File: src/design/rms_silence_split_monitor_core_macros.svh
// Assertion macros shared by the silence monitor RTL.
`ifndef RMS_SILENCE_SPLIT_MONITOR_CORE_MACROS_SVH
`define RMS_SILENCE_SPLIT_MONITOR_CORE_MACROS_SVH

// Condition must never hold outside reset.
`define RSSM_ASSERT_NEVER(lbl, cond) \
    lbl: assert property (@(posedge i_clk) disable iff (!i_rst_n) !(cond)) \
        else $error("rssm: forbidden condition seen");

// Antecedent in one cycle forces the consequent in the next, reset included.
`define RSSM_ASSERT_NEXT(lbl, ante, cons) \
    lbl: assert property (@(posedge i_clk) (ante) |=> (cons)) \
        else $error("rssm: next-cycle check failed");

`endif

File: src/design/rssm_pkg.sv
// Types and constants of the silence and size monitor.
package rssm_pkg;

    // Fixed field and state widths
    localparam int SUM_W      = 43;
    localparam int FRAMES_W   = 14;
    localparam int CNT32_W    = 32;
    localparam int BYTES_W    = 40;
    localparam int PWR_W      = 31;
    localparam int MS_W       = 22;
    localparam int RATE_W     = 18;
    localparam int SIZE_W     = 16;
    localparam int CFG_DATA_W = 31;
    localparam int CFG_IDX_W  = 3;
    localparam int RESULT_W   = 5;
    localparam int OUT_DATA_W = 8;
    localparam int MIB_SHIFT  = 20;
    localparam int BPS_SHIFT  = 2;  // four bytes per sample
    localparam int MS_MUL_W   = 10;
    localparam int LOUD_MUL_W = 7;
    localparam int SCALED_W   = CNT32_W + MS_MUL_W;
    localparam int LIM_W      = MS_W + RATE_W;
    localparam int LOUD_LIM_W = RATE_W + LOUD_MUL_W;

    localparam logic [SUM_W-1:0]      SUM_MAX     = '1;
    localparam logic [CNT32_W-1:0]    CNT32_MAX   = '1;
    localparam logic [BYTES_W-1:0]    BYTES_MAX   = '1;
    localparam logic [MS_MUL_W-1:0]   MS_PER_SEC  = 10'd1000;
    localparam logic [LOUD_MUL_W-1:0] LOUD_CLEAR_MS = 7'd100;

    // Register reset values
    localparam logic [PWR_W-1:0]  PWR_RESET   = 31'd1074;
    localparam logic [MS_W-1:0]   STOP_RESET  = 22'd10000;
    localparam logic [MS_W-1:0]   SPLIT_RESET = 22'd5000;
    localparam logic [RATE_W-1:0] RATE_RESET  = 18'd48000;

    // Register indexes
    typedef enum logic [CFG_IDX_W-1:0] {
        REG_POWER_THRESHOLD = 3'd0,
        REG_STOP_TIMEOUT    = 3'd1,
        REG_SPLIT_SILENCE   = 3'd2,
        REG_SAMPLE_RATE     = 3'd3,
        REG_WATCH_ENABLE    = 3'd4,
        REG_AUTO_ENABLE     = 3'd5,
        REG_SPLIT_ENABLE    = 3'd6,
        REG_MAX_SIZE        = 3'd7
    } t_cfg_idx;

    // Input opcodes
    localparam logic OP_SAMPLE  = 1'b0;
    localparam logic OP_RESTART = 1'b1;

    typedef struct packed {
        logic [PWR_W-1:0]  power_threshold;
        logic [MS_W-1:0]   stop_timeout_ms;
        logic [MS_W-1:0]   split_silence_ms;
        logic [RATE_W-1:0] sample_rate;
        logic              silence_watch_enable;
        logic              auto_enable;
        logic              split_enable;
        logic [SIZE_W-1:0] max_size_mb;
    } t_cfg;

    // Last field in the lowest bit
    typedef struct packed {
        logic in_silence_episode;
        logic block_silent;
        logic split_on_size;
        logic split_on_silence;
        logic stop_request;
    } t_result;

    // Queue status seen by both sides
    typedef struct packed {
        logic full;
        logic empty;
    } t_q_status;

endpackage

File: src/design/rssm_queue.sv
// Short record queue between the front end and the block judge.
module rssm_queue
    import rssm_pkg::*;
#(
    parameter int WIDTH = 72,
    parameter int DEPTH = 2
) (
    input  logic             i_clk,
    input  logic             i_rst_n,
    input  logic             i_push,
    input  logic [WIDTH-1:0] i_data,
    input  logic             i_pop,
    output logic [WIDTH-1:0] o_data,
    output t_q_status        o_status
);

    localparam int PTR_W = (DEPTH > 1) ? $clog2(DEPTH) : 1;
    localparam int FILL_W = $clog2(DEPTH + 1);

    logic [WIDTH-1:0]  r_mem [DEPTH];
    logic [PTR_W-1:0]  r_wr_ptr;
    logic [PTR_W-1:0]  r_rd_ptr;
    logic [FILL_W-1:0] r_fill;
    logic              do_push;
    logic              do_pop;

    always_comb begin
        o_status.full  = (r_fill == FILL_W'(DEPTH));
        o_status.empty = (r_fill == '0);
        do_push = i_push && !o_status.full;
        do_pop  = i_pop && !o_status.empty;
        o_data  = r_mem[r_rd_ptr];
    end

    // Store entries
    always_ff @(posedge i_clk) begin
        if (do_push) begin
            r_mem[r_wr_ptr] <= i_data;
        end
    end

    // Pointers and fill level
    always_ff @(posedge i_clk) begin
        if (!i_rst_n) begin
            r_wr_ptr <= '0;
            r_rd_ptr <= '0;
            r_fill   <= '0;
        end else begin
            if (do_push) begin
                r_wr_ptr <= (r_wr_ptr == PTR_W'(DEPTH - 1)) ? '0 : r_wr_ptr + 1'b1;
            end
            if (do_pop) begin
                r_rd_ptr <= (r_rd_ptr == PTR_W'(DEPTH - 1)) ? '0 : r_rd_ptr + 1'b1;
            end
            r_fill <= r_fill + FILL_W'(do_push) - FILL_W'(do_pop);
        end
    end

endmodule

File: config.mk
export PLATFORM = sky130hd
export DESIGN_NAME = rssm_queue
export DESIGN_NICKNAME = d
export VERILOG_FILES = /design/src/design/rms_silence_split_monitor_core_macros.svh /design/src/design/rssm_pkg.sv /design/src/design/rssm_queue.sv
export SDC_FILE = /design/constraint.sdc
export NUM_CORES = 1
export LEC_CHECK = 0
export BUFFER_PORTS_ARGS = -buffer_cell sky130_fd_sc_hd__buf_2
export CAP_MARGIN = 20
export CORE_ASPECT_RATIO = 0.75
export CORE_MARGIN = 8
export CORE_UTILIZATION = 47
export DETAILED_ROUTE_END_ITERATION = 10
export HOLD_SLACK_MARGIN = 0.03
export PLACE_DENSITY_LB_ADDON = 0.1
export SLEW_MARGIN = 20
export SYNTH_ARGS = -nofsm -noshare
export SYNTH_HDL_FRONTEND = slang
export SYNTH_SLANG_ARGS = --single-unit
File: constraint.sdc
create_clock -name i_clk -period 3.9 [get_ports i_clk]
set_clock_uncertainty 0.05 [all_clocks]
set_input_delay 0.585 -clock i_clk [delete_from_list [all_inputs] [get_ports i_clk]]
set_output_delay 0.585 -clock i_clk [all_outputs]
set_load 0.01 [all_outputs]
# Yosys cells after proc, flatten, opt, wreduce, memory -nomap -nowiden
# Memory sizes are Yosys's and may differ from the RTL's. A register that Yosys moved wholly into a read port is not among the register bits.
# Index checks and enable logic that the tools add are counted.
dict set report word_totals {
  ramBits 144
  reg_bits 4
  n_memories 1
  wordCells 20
  output_inout_bits 74
}
dict set report classes {
  mux 6
  eq_ne 1
  n_addsub 4
  reduce_logical 5
}
# memory words width rd rd_ports_with_merged_regs wr line_no
set memory_table {}
lappend memory_table {r_mem 2 72 1 1 1 rssm_queue.sv:20} ;# logic [WIDTH-1:0] r_mem [DEPTH];
# cell n
set op_table {}
lappend op_table {{1-bit 2-to-1 mux} 6}
lappend op_table {{1-bit adder, second input constant} 2}
lappend op_table {{2-bit by 1-bit adder with 2-bit output} 1}
lappend op_table {{2-bit equality test, second input constant} 1}
lappend op_table {{1-bit logical AND} 2}
lappend op_table {{1-bit logical NOT} 2}
lappend op_table {{2-bit logical NOT} 1}
lappend op_table {{2-bit by 1-bit subtractor with 2-bit output} 1}

# Depth between registers and ports, before layout
# Gate-level depths: netlist of run 1.
dict set report depth {
  ltp_word 5
  mapped_depth 8
}

# Worst setup path after synthesis of run 1
# No wires, ideal clock.
dict set report synth_path {
  kind {input port to flip-flop}
  from {input i_push}
  to {memory r_mem[0][0] (enable)}
  t_required_ns 3.348
  setup_time_ns 0.502
  arrival_ns 3.686
  cell_stages 2
  slack_ns -0.338
  path_buffers 0
  path_cell_list {nand2_1 -> nor2_1}
}
dict set report synth_via {
  elab_chain_cells 3
}
# item line_no
set synth_lines {}
lappend synth_lines {{from (decl)} rssm_queue.sv:10} ;# input logic i_push,
lappend synth_lines {{1-bit logical AND} rssm_queue.sv:30} ;# do_push = i_push && !o_status.full;
lappend synth_lines {{1-bit 2-to-1 mux} rssm_queue.sv:37} ;# if (do_push) begin
lappend synth_lines {{1-bit 2-to-1 mux (not written as such)} rssm_queue.sv:38} ;# r_mem[r_wr_ptr] <= i_data;
lappend synth_lines {{to (decl)} rssm_queue.sv:20}
# Every way passes these cells.

==> results of run 1 <==
-- worst max-delay path: cells and delay by family (launching register included) --
kind / cells / cell delay (ps)
DFF: 1 / 820
muxes: 1 / 340
buffers and inverters: 2 / 510
-- final timing paths --
path         depth (start not counted)  slack [ps]                      to                  start
max                                  3        1150              o_data[49]               register
min                                  1         310  r_mem[0][66]$_DFFE_PP_             i_data[66]
max reg2reg                          2        2000  r_mem[1][57]$_DFFE_PP_   r_fill[0]$_SDFF_PN0_
min reg2reg                          2         470                register  r_rd_ptr$_SDFFE_PN0P_
-- kinds of logic after synthesis --
logic type | Yosys count | share of synthesized area, %
buffers and inverters | 11 | 2.81
muxes | 73 | 18.7
adders and majority gates | 2 | 0.433
AOI/OAI and AO/OA | 1 | 0.130
DFF | 149 | 76.5
and+or+nand+nor | 13 | 1.08
xor gates and xnor gates | 2 | 0.303
-- sequential cells by signal (all words and copies together), names as in the netlist, named ones only --
name / count
r_fill: 2
r_mem: 144
r_rd_ptr: 1
r_wr_ptr: 1
-- final cells by class --
cell class | count | share of cell area [%]
repair buffers | 152 | 10.7
well taps | 166 | 2.85
flip-flops and latches | 149 | 60.9
multi-input cells | 91 | 16.6
clock buffers | 19 | 5.95
clock inverters | 13 | 2.84
inverters | 3 | 0.155
-- report_power, final --
part,switching [mW],leakage [nW],internal (mW)
sequential,0.148,1.39,2.07
clock,0.613,0.298,1.13
combinational,0.616,1.20,0.699
total,1.38,2.88,3.90
-- routing by layer --
| metal | global-route usage, % | part of all wire (%) | up-vias |
|---|---|---|---|
| li1 | - | - | 1312 |
| met2 | 19.9 | 45 | 106 |
| met5 | 0 | 0 | - |
| met4 | 4.82 | 0.74 | 0 |
| met1 | 16.8 | 44 | 1364 |
| met3 | 6.96 | 10 | 8 |
-- cells in the final DEF, fill, tap and decap left out --
master / netlist / routed
sky130_fd_sc_hd__nand2b_1: 2 / 2
sky130_fd_sc_hd__inv_1: 3 / 3
sky130_fd_sc_hd__xnor2_1: 1 / 1
sky130_fd_sc_hd__nor3_1: 1 / 1
sky130_fd_sc_hd__nor2_1: 5 / 4
sky130_fd_sc_hd__clkbuf_1: 0 / 2
sky130_fd_sc_hd__ha_1: 2 / 2
sky130_fd_sc_hd__buf_12: 7 / 1
sky130_fd_sc_hd__dfxtp_4: 0 / 1
sky130_fd_sc_hd__and2_1: 2 / 2
sky130_fd_sc_hd__clkbuf_16: 0 / 17
sky130_fd_sc_hd__clkinv_4: 0 / 3
sky130_fd_sc_hd__clkinv_1: 0 / 2
sky130_fd_sc_hd__xor2_1: 1 / 1
sky130_fd_sc_hd__mux2i_1: 1 / 1
sky130_fd_sc_hd__nor2_4: 0 / 1
sky130_fd_sc_hd__o21a_1: 1 / 1
sky130_fd_sc_hd__mux2_2: 2 / 2
sky130_fd_sc_hd__dfxtp_1: 5 / 4
sky130_fd_sc_hd__mux2_4: 70 / 70
sky130_fd_sc_hd__nand2_1: 2 / 2
sky130_fd_sc_hd__clkinvlp_4: 0 / 3
sky130_fd_sc_hd__and3_4: 0 / 1
sky130_fd_sc_hd__bufinv_16: 0 / 5
sky130_fd_sc_hd__buf_4: 0 / 2
sky130_fd_sc_hd__buf_2: 0 / 149
sky130_fd_sc_hd__edfxtp_1: 144 / 144
==> out/results.md, run 1 <==
## Clock network
* **setup repair bufs after CTS** 0
* **root cell of the clock tree** sky130_fd_sc_hd__clkbuf_16
* **deepest clock path buffer count** 2
* **clock sinks** 149
* **H-tree lvl count** 4
* **Worst-path clk slew** 60 ps
* **insertion delay of the later-clocked pin in the worst-skew pair** 410 ps
* **number of hold-repair buffers added at the cts stage** 0
* **number of buffers added by the clock tree synthesis step** 17
* **total of cells resized after clock tree synthesis** 0
* **CTS tree** done

## Critical path
* **classification of the worst setup path** reg2out
* **CP endpoint kind** output pin
* **Arr. time, crit path** 2120 ps
* **highest net fanout along the worst path** 37
* **critical path, cell by cell** buf_12, mux2_4, buf_2
* **cell with the largest stage delay on the worst path** sky130_fd_sc_hd__dfxtp_4
* **element type at the critical path start** register
* **Worst EP required** 3260 ps
* **largest incremental delay on the critical path** 820 ps

## Power
* **sum of internal, switching and leakage power** 5.28 mW
* **power per cell area** 725 mW/mm²
* **largest voltage drop on the vdd net** 0.375 mV
* **total leakage power** 2.88 nW

## Yosys
* **top post-synthesis cells by area** sky130_fd_sc_hd__edfxtp_1 (75%), sky130_fd_sc_hd__mux2_4 (18%), sky130_fd_sc_hd__buf_12 (2.4%), sky130_fd_sc_hd__dfxtp_1 (1.7%), sky130_fd_sc_hd__ha_1 (0.43%)
* **mean instance size in the synthesized netlist** 23.0 µm²
* **Async S/R FF share, synth** 0%
* **synthesis warning total** 0
* **most frequently used cell type in the post-synthesis netlist** sky130_fd_sc_hd__edfxtp_1
* **share of synthesized area occupied by flip-flops and latches** 76.5%
* **number of unique standard cell types used by synthesis** 18
* **post-synth top area share** 74.8%
* **number of register bits inferred by synthesis** 149
* **number of synthesized flops with an enable pin** 144
* **combined area of all synthesized cells** 0.00578 mm²
* **synthesized instance count** 251
* **area leader, netlist** sky130_fd_sc_hd__edfxtp_1
* **most used flip-flop cell after synthesis** sky130_fd_sc_hd__edfxtp_1
* **Synthesized Nets** 329
* **top post-synthesis cells by count** sky130_fd_sc_hd__edfxtp_1 (144), sky130_fd_sc_hd__mux2_4 (70), sky130_fd_sc_hd__buf_12 (7)

## Worst hold path
* **hold crit path type** in2reg

## Timing
* **final clock period utilization by the worst path** 70.5%
* **pin slew with the least headroom to its limit** 1030 ps
* **worst max-slew margin expressed relative to the limit** 31.4%
* **slack of the critical path** 1150 ps
* **Finish-stage setup viols** 0
* **Hold Vio Cnt, Final** 0
* **highest attainable clock frequency** 364 MHz
* **worst hold slack across all endpoints** 310 ps
* **clock period minus worst slack** 2750 ps
* **Slew Viols, Final** 0
* **setup repair after global routing missed its margin** false
* **TNS Setup** 0 ps

## Routing
* **Initial DRC Count** 159
* **average routed wire per standard cell** 18.1 µm
* **via density per instance** 4.70
* **Total Routed Length** 10700 µm
* **First-pass DRT Iterations** 4
* **vias post-DR** 2790
* **DRC violations left** 0
* **DRT antenna net count** 0

## Finish
* **antenna cell count** 0
* **final standard cell count with taps included and fillers excluded** 593
* **Layout Nets** 492
* **Syn-to-layout area delta** 25.8%
* **count of filler cells inserted in the layout** 939
* **sequential cell area in the final layout** 0.00443 mm²
* **final std cell area, no fill** 0.00728 mm²
* **post-layout util** 60.0%
* **share of cells above drive strength 1** 59.7%
* **multi-input gate area in the final layout** 0.00121 mm²

## Global routing
* **number of antenna violations at the first check in global routing** 0
* **largest net degree at the start of global routing** 73
* **wire length of the first global-routing pass** 16200 µm
* **number of global-route vias before repair** 3045
* **Overflow after GRT** 0
* **All-Layer GR Usage** 13.5%

## Placed design
* **routability congestion estimate from global placement** 0.705
* **instance count after placement with tap cells included** 561
* **number of buffers inserted by port buffering** 149
* **worst setup timing slack at the placement stage** 1570 ps
* **placed cell area** 0.00664 mm²
* **HPWL Detailed** 6980 µm

## Floorplan
* **die width** 144 µm
* **Die ar.** 0.0161 mm²
* **I/O Pins** 150
* **effective utilization at floorplan** 47.7%
* **area of the core** 0.0121 mm²
* **num rows** 35
* **die extent in y** 112 µm

## Flow run
* **number of max-capacitance violations reported** 0

## Outcome
* **status** finished clean

Note: power is estimated with default switching activity, not from simulation.
==> run 2, diff against run 1 <==
Settings changed: ABC_AREA from default to 1, CORE_UTILIZATION 47 to 52.
Clock period 3.9 ns to 2.8 ns, I/O delays scaled along.
==> run 2 against run 1 <==
Sequential share of layout area fell by 0.41 points. Largest power group unchanged. Utilization rose by 7.2 points. Critical path depth did not move. Highest routed layer is now met5.
==> out/results.md, run 2 <==
## Global routing
* **wire length of the first global-routing pass** 15500 µm
* **All-Layer GR Usage** 14.3%
* **largest net degree at the start of global routing** 49
* **number of antenna violations at the first check in global routing** 2
* **number of global-route vias before repair** 2954
* **Overflow after GRT** 0

## Flow run
* **number of max-capacitance violations reported** 0

## Finish
* **count of filler cells inserted in the layout** 769
* **sequential cell area in the final layout** 0.00443 mm²
* **Layout Nets** 506
* **final standard cell count with taps included and fillers excluded** 581
* **antenna cell count** 0
* **Syn-to-layout area delta** 26.4%
* **multi-input gate area in the final layout** 0.00119 mm²
* **share of cells above drive strength 1** 59.0%
* **Most flops, register** r_mem
* **largest registers** r_mem: 144 flops, r_fill: 2 flops
* **number of flip-flops under the largest register name** 144
* **most common cell after layout, fill and taps aside** sky130_fd_sc_hd__buf_2
* **commonest cells after routing, fill and taps aside** sky130_fd_sc_hd__buf_2 (149), sky130_fd_sc_hd__edfxtp_1 (144), sky130_fd_sc_hd__mux2_4 (70), sky130_fd_sc_hd__clkbuf_16 (17), sky130_fd_sc_hd__nand2_1 (9)

## Critical path
* **element type at the critical path start** register
* **Worst EP required** 2330 ps
* **largest incremental delay on the critical path** 660 ps
* **highest net fanout along the worst path** 26
* **cell with the largest stage delay on the worst path** sky130_fd_sc_hd__dfxtp_4
* **logic depth of the worst register-to-register path** 5
* **classification of the worst setup path** reg2out
* **critical path, cell by cell** buf_12, mux2_4, buf_2
* **WP buf/inv** 2
* **cell class contributing the biggest share of worst-path delay** flip-flops
* **Arr. time, crit path** 1850 ps
* **cell count along the critical path** 3
* **CP endpoint kind** output pin

## Yosys
* **combined area of all synthesized cells** 0.00580 mm²
* **number of register bits inferred by synthesis** 149
* **most frequently used cell type in the post-synthesis netlist** sky130_fd_sc_hd__edfxtp_1
* **area leader, netlist** sky130_fd_sc_hd__edfxtp_1
* **synthesized instance count** 262
* **number of synthesized flops with an enable pin** 144
* **share of synthesized area occupied by flip-flops and latches** 76.3%
* **top post-synthesis cells by count** sky130_fd_sc_hd__edfxtp_1 (144), sky130_fd_sc_hd__mux2_4 (70), sky130_fd_sc_hd__inv_1 (9), sky130_fd_sc_hd__nand2_1 (9), sky130_fd_sc_hd__nor2_1 (8)
* **most used flip-flop cell after synthesis** sky130_fd_sc_hd__edfxtp_1
* **Async S/R FF share, synth** 0%
* **mean instance size in the synthesized netlist** 22.1 µm²
* **post-synth top area share** 74.6%
* **number of unique standard cell types used by synthesis** 12
* **Synthesized Nets** 340
* **synthesis warning total** 0
* **top post-synthesis cells by area** sky130_fd_sc_hd__edfxtp_1 (75%), sky130_fd_sc_hd__mux2_4 (18%), sky130_fd_sc_hd__buf_12 (2.4%), sky130_fd_sc_hd__dfxtp_1 (1.7%), sky130_fd_sc_hd__inv_1 (0.58%)

## Clock network
* **total of cells resized after clock tree synthesis** 0
* **H-tree lvl count** 4
* **setup repair bufs after CTS** 0
* **insertion delay of the later-clocked pin in the worst-skew pair** 400 ps
* **CTS tree** done
* **root cell of the clock tree** sky130_fd_sc_hd__clkbuf_16
* **number of hold-repair buffers added at the cts stage** 0
* **clock sinks** 149
* **deepest clock path buffer count** 2
* **Worst-path clk slew** 60 ps
* **number of buffers added by the clock tree synthesis step** 17

## Floorplan
* **die width** 138 µm
* **effective utilization at floorplan** 53.2%
* **area of the core** 0.0109 mm²
* **I/O Pins** 150
* **Die ar.** 0.0148 mm²
* **num rows** 33
* **die extent in y** 107 µm

## Placed design
* **number of buffers inserted by port buffering** 149
* **HPWL Detailed** 7080 µm
* **routability congestion estimate from global placement** 0.693
* **instance count after placement with tap cells included** 549

## Power
* **power per cell area** 965 mW/mm²
* **share of power burned in the clock network** 34.8%
* **power share of the sequential group** 42.1%
* **internal power summed over all cells** 5.27 mW
* **largest voltage drop on the vdd net** 0.871 mV
* **fraction of power spent switching nets** 25.4%
* **net switching power** 1.79 mW
* **total leakage power** 2.95 nW
* **part of the total power dissipated in combinational logic** 23.1%

## Timing
* **highest attainable clock frequency** 431 MHz
* **Slew Viols, Final** 0
* **Hold Vio Cnt, Final** 0
* **setup repair after global routing missed its margin** false
* **TNS Setup** 0 ps
* **Finish-stage setup viols** 0
* **pin slew with the least headroom to its limit** 649 ps
* **clock period minus worst slack** 2320 ps
* **final clock period utilization by the worst path** 82.9%
* **worst max-slew margin expressed relative to the limit** 56.8%

## Routing
* **DRC violations left** 0
* **Initial DRC Count** 172
* **average routed wire per standard cell** 17.9 µm
* **Total Routed Length** 10400 µm
* **DRT antenna net count** 0
* **First-pass DRT Iterations** 5
* **via density per instance** 4.86
* **vias post-DR** 2826

## Worst hold path
* **instance count along the most critical hold path** 1
* **hold crit path type** in2reg

## Outcome
* **status** finished clean

run 2: changes by cell type in the layout (fill, tap and decap cells not counted), moves of 3 or more:
cell                      previous run  this run
sky130_fd_sc_hd__nand2_1             2         9
sky130_fd_sc_hd__inv_1               3         8
sky130_fd_sc_hd__inv_6               0         4
sky130_fd_sc_hd__buf_12              1         4
sky130_fd_sc_hd__nand3_1             0         3
sky130_fd_sc_hd__nor2_1              4         7
run 2: layer usage:
metal / track usage, % / wire (µm) / up-vias
met5: 0 / 29 / -
met4: 4.28 / 112 / 4
met3: 7.98 / 1130 / 12
met2: 22.1 / 4950 / 109
met1: 16.8 / 4160 / 1349
li1: - / - / 1352
run 2: power by group through the flow:
stage          combinational [mW]  sequential (mW)  clock, mW
5_1_grt                      1.78             3.01       2.60
2_1_floorplan                1.25             2.95          0
3_5_place_dp                 1.67             3.03          0
6_report                     1.64             2.98       2.46
4_1_cts                      1.68             2.98       2.51
3_3_place_gp                 1.66             3.01          0
run 2: worst paths after layout:
kind	from	endpoint	slack, ps
worst min register to register	r_rd_ptr$_SDFFE_PN0P_	r_rd_ptr$_SDFFE_PN0P_	460
worst max register to register	r_fill[0]$_SDFF_PN0_	r_mem[1][9]$_DFFE_PP_	1040
worst min-delay path	i_data[26]	r_mem[0][26]$_DFFE_PP_	150
worst max-delay path	register	o_data[30]	480
run 2: final cells by class:
class / count / area share, %
Clock inverter: 15 / 3.09
Clock buffer: 17 / 5.81
Tap cell: 140 / 2.39
Sequential cell: 149 / 60.5
Timing Repair Buffer: 155 / 11.5
Inverter: 9 / 0.461
Multi-Input combinational cell: 96 / 16.3
run 2: stage by stage:
stage | hold slack (ps) | instance area, µm² | total power [mW] | util (%) | worst slack, ps
6_report | 148 | 7320 | 7.07 | 67.2 | 479
5_1_grt | 121 | 7320 | 7.39 | 67.2 | 378
4_1_cts | 128 | 7320 | 7.17 | 67.2 | 427
3_5_place_dp | 451 | 6670 | 4.70 | 61.2 | 876
3_3_place_gp | 448 | 6670 | 4.68 | 61.2 | 880
2_1_floorplan | 417 | 5800 | 4.20 | - | 340
run 2: kinds of logic (layout without fill, tap and decap cells):
group,Yosys count,in the layout,share of synthesized area [%]
AO/OA/AOI/OAI,2,2,0.173
multiplexers,72,72,18.5
AND/OR/NAND/NOR,20,20,1.36
flip-flops,149,149,76.3
buffers and inverters,17,196,3.19
adder cells (fa/ha/maj),2,2,0.432
